==> config.mk <==
export PLATFORM = sky130hd
export DESIGN_NAME = cfot_sqrt
export DESIGN_NICKNAME = d
export VERILOG_FILES = /design/src/rtl/cfot_pkg.sv /design/src/rtl/cfot_sqrt.sv
export SDC_FILE = /design/constraint.sdc
export NUM_CORES = 2
export LEC_CHECK = 0
export BUFFER_PORTS_ARGS = -buffer_cell sky130_fd_sc_hd__buf_2
export CORE_ASPECT_RATIO = 1.5
export CORE_MARGIN = 4
export CORE_UTILIZATION = 48
export DETAILED_ROUTE_END_ITERATION = 16
export PLACE_DENSITY = 0.65
export SKIP_CTS_REPAIR_TIMING = 1
export SLEW_MARGIN = 20
export SYNTH_ARGS = -nofsm -noshare
export SYNTH_HDL_FRONTEND = slang
export SYNTH_SLANG_ARGS = --single-unit
==> constraint.sdc <==
create_clock -name clk_i -period 3.63 [get_ports clk_i]
set_input_delay 0.363 -clock clk_i [delete_from_list [all_inputs] [get_ports clk_i]]
set_output_delay 0.363 -clock clk_i [all_outputs]
set_load 0.005 [all_outputs]
==> src/rtl/cfot_pkg.sv <==
// Shared constants and types for the cube face occlusion test.
package cfot_pkg;

  // Fractional bits of the coordinate format and the face half-size shift (0.5 = 2^15 LSB)
  localparam int FRAC_BITS  = 16;
  localparam int HALF_SHIFT = FRAC_BITS - 1;

  // Configuration register indexes
  localparam logic [1:0] REG_CENTRE_X = 2'd0;
  localparam logic [1:0] REG_CENTRE_Y = 2'd1;
  localparam logic [1:0] REG_CENTRE_Z = 2'd2;

  // Blocking face codes
  localparam logic [2:0] FACE_NONE   = 3'd0;
  localparam logic [2:0] FACE_NEG_X  = 3'd1;
  localparam logic [2:0] FACE_POS_X  = 3'd2;
  localparam logic [2:0] FACE_NEG_Y  = 3'd3;
  localparam logic [2:0] FACE_POS_Y  = 3'd4;
  localparam logic [2:0] FACE_NEG_Z  = 3'd5;
  localparam logic [2:0] FACE_POS_Z  = 3'd6;

  // Block flags for the two faces of one axis
  typedef struct packed {
    logic minus;
    logic plus;
  } face_hit_t;

endpackage

==> src/rtl/cfot_sqrt.sv <==
// Pipelined integer square root, one root bit per stage, with a side payload.
module cfot_sqrt import cfot_pkg::*; #(
  parameter int RW     = 25,
  parameter int SW     = 50,
  parameter int SIDE_W = 75
) (
  input  logic              clk_i,
  input  logic              rst_ni,
  input  logic              valid_i,
  input  logic [SW-1:0]     radicand_i,
  input  logic [SIDE_W-1:0] side_i,
  output logic              valid_o,
  output logic [RW-1:0]     root_o,
  output logic [SIDE_W-1:0] side_o
);

  logic              valid_q [RW+1];
  logic [SW-1:0]     rem_q   [RW+1];
  logic [RW-1:0]     root_q  [RW+1];
  logic [SIDE_W-1:0] side_q  [RW+1];

  assign valid_q[0] = valid_i;
  assign rem_q[0]   = radicand_i;
  assign root_q[0]  = '0;
  assign side_q[0]  = side_i;

  for (genvar g = 0; g < RW; g++) begin : g_stage
    localparam int K = RW - 1 - g;
    logic [SW-1:0] trial;
    logic [SW:0]   diff;

    // Growth of the square when bit K is set: r*2^(K+1) + 2^(2K)
    assign trial = (SW'(root_q[g]) << (K + 1)) | (SW'(1) << (2 * K));
    assign diff  = {1'b0, rem_q[g]} - {1'b0, trial};

    // Advance the valid bit
    always_ff @(posedge clk_i or negedge rst_ni) begin
      if (!rst_ni) begin
        valid_q[g+1] <= 1'b0;
      end else begin
        valid_q[g+1] <= valid_q[g];
      end
    end

    // Keep the bit when the trial square still fits
    always_ff @(posedge clk_i) begin
      if (diff[SW]) begin
        rem_q[g+1]  <= rem_q[g];
        root_q[g+1] <= root_q[g];
      end else begin
        rem_q[g+1]  <= diff[SW-1:0];
        root_q[g+1] <= root_q[g] | (RW'(1) << K);
      end
      side_q[g+1] <= side_q[g];
    end
  end

  assign valid_o = valid_q[RW];
  assign root_o  = root_q[RW];
  assign side_o  = side_q[RW];

endmodule

Word level (Yosys, flattened, before mapping)
Cells that the tools add are included.

Flip-flop bits (word level): 3725.

Add/sub/neg operators: 25. Mux-type cells: 25.

Operator list (count): two-way mux 50 bit (24); subtractor 50 x 26 -> 51 bit (1); subtractor 50 x 27 -> 51 bit (1); subtractor 50 x 28 -> 51 bit (1); subtractor 50 x 29 -> 51 bit (1); subtractor 50 x 30 -> 51 bit (1); subtractor 50 x 31 -> 51 bit (1); subtractor 50 x 32 -> 51 bit (1); subtractor 50 x 33 -> 51 bit (1); subtractor 50 x 34 -> 51 bit (1); subtractor 50 x 35 -> 51 bit (1); subtractor 50 x 36 -> 51 bit (1); subtractor 50 x 37 -> 51 bit (1); subtractor 50 x 38 -> 51 bit (1); subtractor 50 x 39 -> 51 bit (1); subtractor 50 x 40 -> 51 bit (1); subtractor 50 x 41 -> 51 bit (1); subtractor 50 x 42 -> 51 bit (1); subtractor 50 x 43 -> 51 bit (1); subtractor 50 x 44 -> 51 bit (1); subtractor 50 x 45 -> 51 bit (1); subtractor 50 x 46 -> 51 bit (1); subtractor 50 x 47 -> 51 bit (1); subtractor 50 x 48 -> 51 bit (1); 3 further kinds (3).

Longest topological paths before layout
Depth after elaboration: 2. Gate-level depth with buffers: 15. Mapped depth without buffers: 13.

Least setup slack after synthesis
OpenSTA, ideal clock, no wires.

Path type: flip-flop to flip-flop. From: register root_q, in the netlist g_stage[23].trial[5]. To: register rem_q[79] (netlist name). Setup slack: 0.535 ns. Arrival: 2.960 ns. Cell stages (with the launch flop): 15. Required time: 3.495 ns. Library setup time: 0.135 ns. Cell sequence: dfxtp_1 inv_1 ha_1 o21ai_0 a21o_1 a2111oi_2 o21a_1 a41oi_1 or3_1 and3_1 buf_2 clkinv_2 o41ai_2 nor4b_1 xor2_1.

Word-level cells in the longest chain between the ends: 2.

Ends and longest elaborated chain: start, declared (line cfot_sqrt.sv:19) `logic [RW-1:0] root_q [RW+1];`; start signal, assigned by index (line cfot_sqrt.sv:49) `root_q[g+1] <= root_q[g];`; start signal, assigned by index (line cfot_sqrt.sv:52) `root_q[g+1] <= root_q[g] | (RW'(1) << K);`; subtractor 50 x 27 -> 51 bit (line cfot_sqrt.sv:34) `assign diff = {1'b0, rem_q[g]} - {1'b0, trial};`; two-way mux 50 bit (line cfot_sqrt.sv:47) `if (diff[SW]) begin`; end signal, assigned by index (line cfot_sqrt.sv:48) `rem_q[g+1] <= rem_q[g];`; end signal, assigned by index (line cfot_sqrt.sv:51) `rem_q[g+1] <= diff[SW-1:0];`; end, declared (line cfot_sqrt.sv:18) `logic [SW-1:0] rem_q [RW+1];`.

No other way between the ends. A chain may end at the register's enable or synchronous reset.

Worst setup path after layout
From: register root_q, in the netlist g_stage[19].trial[15]. To: register rem_q[290] (netlist name).

Word-level cells in the longest chain between the ends: 2.

Ends and longest elaborated chain (line): subtractor 50 x 31 -> 51 bit (cfot_sqrt.sv:34); two-way mux 50 bit (cfot_sqrt.sv:47).

No other way between the ends.

==> results.md <==
- Post-synth EDFFs: 0
- Detailed router's first-iteration violation count: ~2100
- DRT Wirelength: between 150000 and 200000 um
- Critical path class: flop to flop
- Max Clock Freq: about 0.29 GHz
- Largest net degree at the start of global routing: 46
- Post-DP HPWL: ~110000 um
- Layout cells sized above 1: 0.111
- Data arrival time of the critical path: ~4.2 ns
- Worst Clk Skew: between 0.03 and 0.04 ns
- Post-DP Area: slightly below 100000 sq um
- Register area share after synthesis: 0.732
- Status: finished clean
- Syn avg cell area: between 10 and 15 sq um
- DIE AREA: 203000 sq um
- CTS root buf: clkbuf_16
- Clock Pin Slew Worst Setup and Hold Paths: 0.06 ns
- Worst reg2reg path startpoint: g_stage[19].trial[15]
- Ys flop type: dfxtp_1
- Worst r2r path cells: 11
- Synth warn: 0
- Crit-path max FO: 6
- Final Max Tran Viols: 0
- Least-Margin Pin Slew: between 0.9 and 1 ns
- Routed len/inst: 14.2 um
- CTS Buffer Depth: 4
- Final setup violation count: 0
- Maximum vdd ir drop: ~600 uV
- Routability Congestion: between 0.9 and 1
- P_leak: 48.8 nW
- Synth top area share: 0.726
- Post-DRT Antenna Nets: 0
- Clock sink count: 3425
- Count of standard-cell rows: roughly 200
- Residual DRC count: 0
- Skew-Pair Late Insertion Delay: ~0.83 ns
- Initial antenna violation count: 7
- Area of the core: between 150000 and 200000 sq um
- Netlist cell types: slightly below 90
- Fin crit period: 3.49 ns
- Post-route cell area: around 110000 sq um
- CTS H-Tree Depth: 5
- Layout Nets: roughly 8400
- Asr flop ratio synth: 0.00730
- RSZ-0062 raised after global routing: false
- First-pass GRT wire length: around 250000 um
- Register area: approximately 69000 sq um
- Crit. End Element: flop
- I/O Pins: about 230
- Multi-input gate area: 22600 sq um
- Post-Syn Area: roughly 94000 sq um
- Synth area leaders: dfxtp_1 (73%), ha_1 (4.3%), xnor2_1 (2.6%)
- Vias: 50100
- R2r endpoint: rem_q[290]
- Syn nets: 7823
- Vias/cell: approximately 4.6
- Setup tns final: 0 ns
- Vias in the first global route: 51200
- Die Span X: around 370 um
- Layout Cells excl Fill: between 10000 and 15000
- Die height: roughly 550 um
- Number of detailed-route iterations in the first pass: 5
- Initial Utilization: 0.483
- TritonCTS clock tree: yes
- Leading area contributor after synthesis: dfxtp_1
- HP Class: primary input to async pin
- GRT Residual Overflow: 0
- GRT Util Overall: 0.149
- Pwr/cell area: 858 nW/um^2
- Yosys reg bits: between 3000 and 4000
- Startpoint types: flop
- Buffers on Ports: 228
- R2r setup slk: 0.14 ns
- Fin crit share: 0.961
- Slew headroom: 0.342
- Final hold vios: 0
- Worst endpoint required time: roughly 4.4 ns
- Gate Count Post-Synth: approximately 7400
- Max_cap viols: 0
- Fillers: approximately 16000
- Total CTS buffers: 305
- Synth-to-layout area growth: 17.3%
- Dpl cells: just over 10000
- Final core occ: 0.566
==> logic make-up after synthesis <==
group           Yosys count  synth area share
simple gates           1404            0.0743
flops                  3425             0.732
xor+xnor                508            0.0474
buf+inv                 604            0.0276
fa+ha+maj               323            0.0431
mux                      31           0.00380
compound gates         1077            0.0713
==> report_power, final <==
part           internal [W]  switching (W)
Sequential           0.0428        0.00320
Combinational       0.00699        0.00856
Clock                0.0196         0.0133
==> cell usage after synthesis, types with 69 or more instances <==
cell type	count
xnor2_1	274
nor3_1	126
ha_1	323
dfxtp_1	3400
a21oi_1	312
buf_4	75
nand2_1	421
nor2_1	310
nor4_1	80
nand2b_1	79
o21a_1	76
inv_1	433
o21ai_0	310
a21o_1	103
xor2_1	234
nand3_1	69
==> worst max-delay path by stage <==
stage | startpoint | end | slack, ns | depth (start not counted)
final | g_stage[19].trial[15] | rem_q[290] | 0.14 | 11
after detailed placement | g_stage[23].trial[11] | rem_q[79] | 0.08 | 13
after global placement | g_stage[23].trial[11] | rem_q[97] | 0.15 | 13
after floorplan | g_stage[23].trial[5] | rem_q[79] | 0.54 | 14
after CTS | g_stage[23].trial[11] | rem_q[79] | 0.04 | 13
after global routing | rem_q[287] | rem_q[212] | 0.004 | 9
==> registers in the layout, indices dropped and copies added, names as in the netlist <==
signal	count
side_q	1800
rem_q	1200
g_stage.trial	300
side_o	75
root_o	25
valid_q	24
valid_o	1
==> metal layers <==
| layer | part of all wire | up-vias | wire length [um] | GRT usage |
|---|---|---|---|---|
| li1 | - | 25600 | - | - |
| met1 | 0.37 | 22900 | 57300 | 0.150 |
| met2 | 0.52 | 1074 | 79600 | 0.279 |
| met3 | 0.043 | 511 | 6600 | 0.0285 |
| met4 | 0.065 | 0 | 9930 | 0.0966 |
| met5 | 0 | - | 0 | 0 |
==> worst max-delay path: stages, from the launching register on <==
cell	delay, ns
dfxtp_1	0.33
inv_1	0.05
ha_1	0.33
a21o_1	0.22
or3_1	0.34
o2111ai_1	0.50
a31oi_1	0.21
a31oi_1	0.22
nor4bb_1	0.48
nand3b_1	0.29
nor4_1	0.30
xor2_1	0.17
==> cell usage in the layout (no fill, tap or decap), types with 28 or more instances in the layout <==
cell	instances
a21o_1	103
a21oi_1	310
a31oi_1	38
buf_2	228
buf_4	95
bufinv_16	37
clkbuf_1	48
clkbuf_16	309
clkbuf_8	56
clkinv_2	54
dfxtp_1	3400
dlygate4sd3_1	128
ha_1	323
inv_1	433
mux2_2	29
nand2_1	421
nand2b_1	79
nand3_1	69
nand3b_1	28
nand4_1	37
nor2_1	310
nor2b_1	47
nor3_1	126
nor4_1	77
o21a_1	76
o21ai_0	307
o21bai_1	33
or3_1	56
or4_1	36
xnor2_1	274
xor2_1	234
==> per-stage QoR <==
step	total power, W	hold WS (ns)	worst slack, ns
after global routing	0.0995	0.0602	0.00373
final	0.0944	0.0447	0.143
after CTS	0.0955	-0.569	0.0440
after global placement	0.0617	0.310	0.147
after floorplan	0.0572	0.0674	0.535
after detailed placement	0.0621	0.312	0.0767
==> area by class of cell <==
class | count | share of cell area
clock buffer | 413 | 0.0789
inverter | 439 | 0.0150
sequential | 3425 | 0.625
tap | 2600 | 0.0296
timing repair buffer | 456 | 0.0294
multi-input combinational | 3343 | 0.206
antenna | 8 | 0.000182
clock inverter | 123 | 0.0168
No activity file was read; power rests on OpenSTA's default activity.
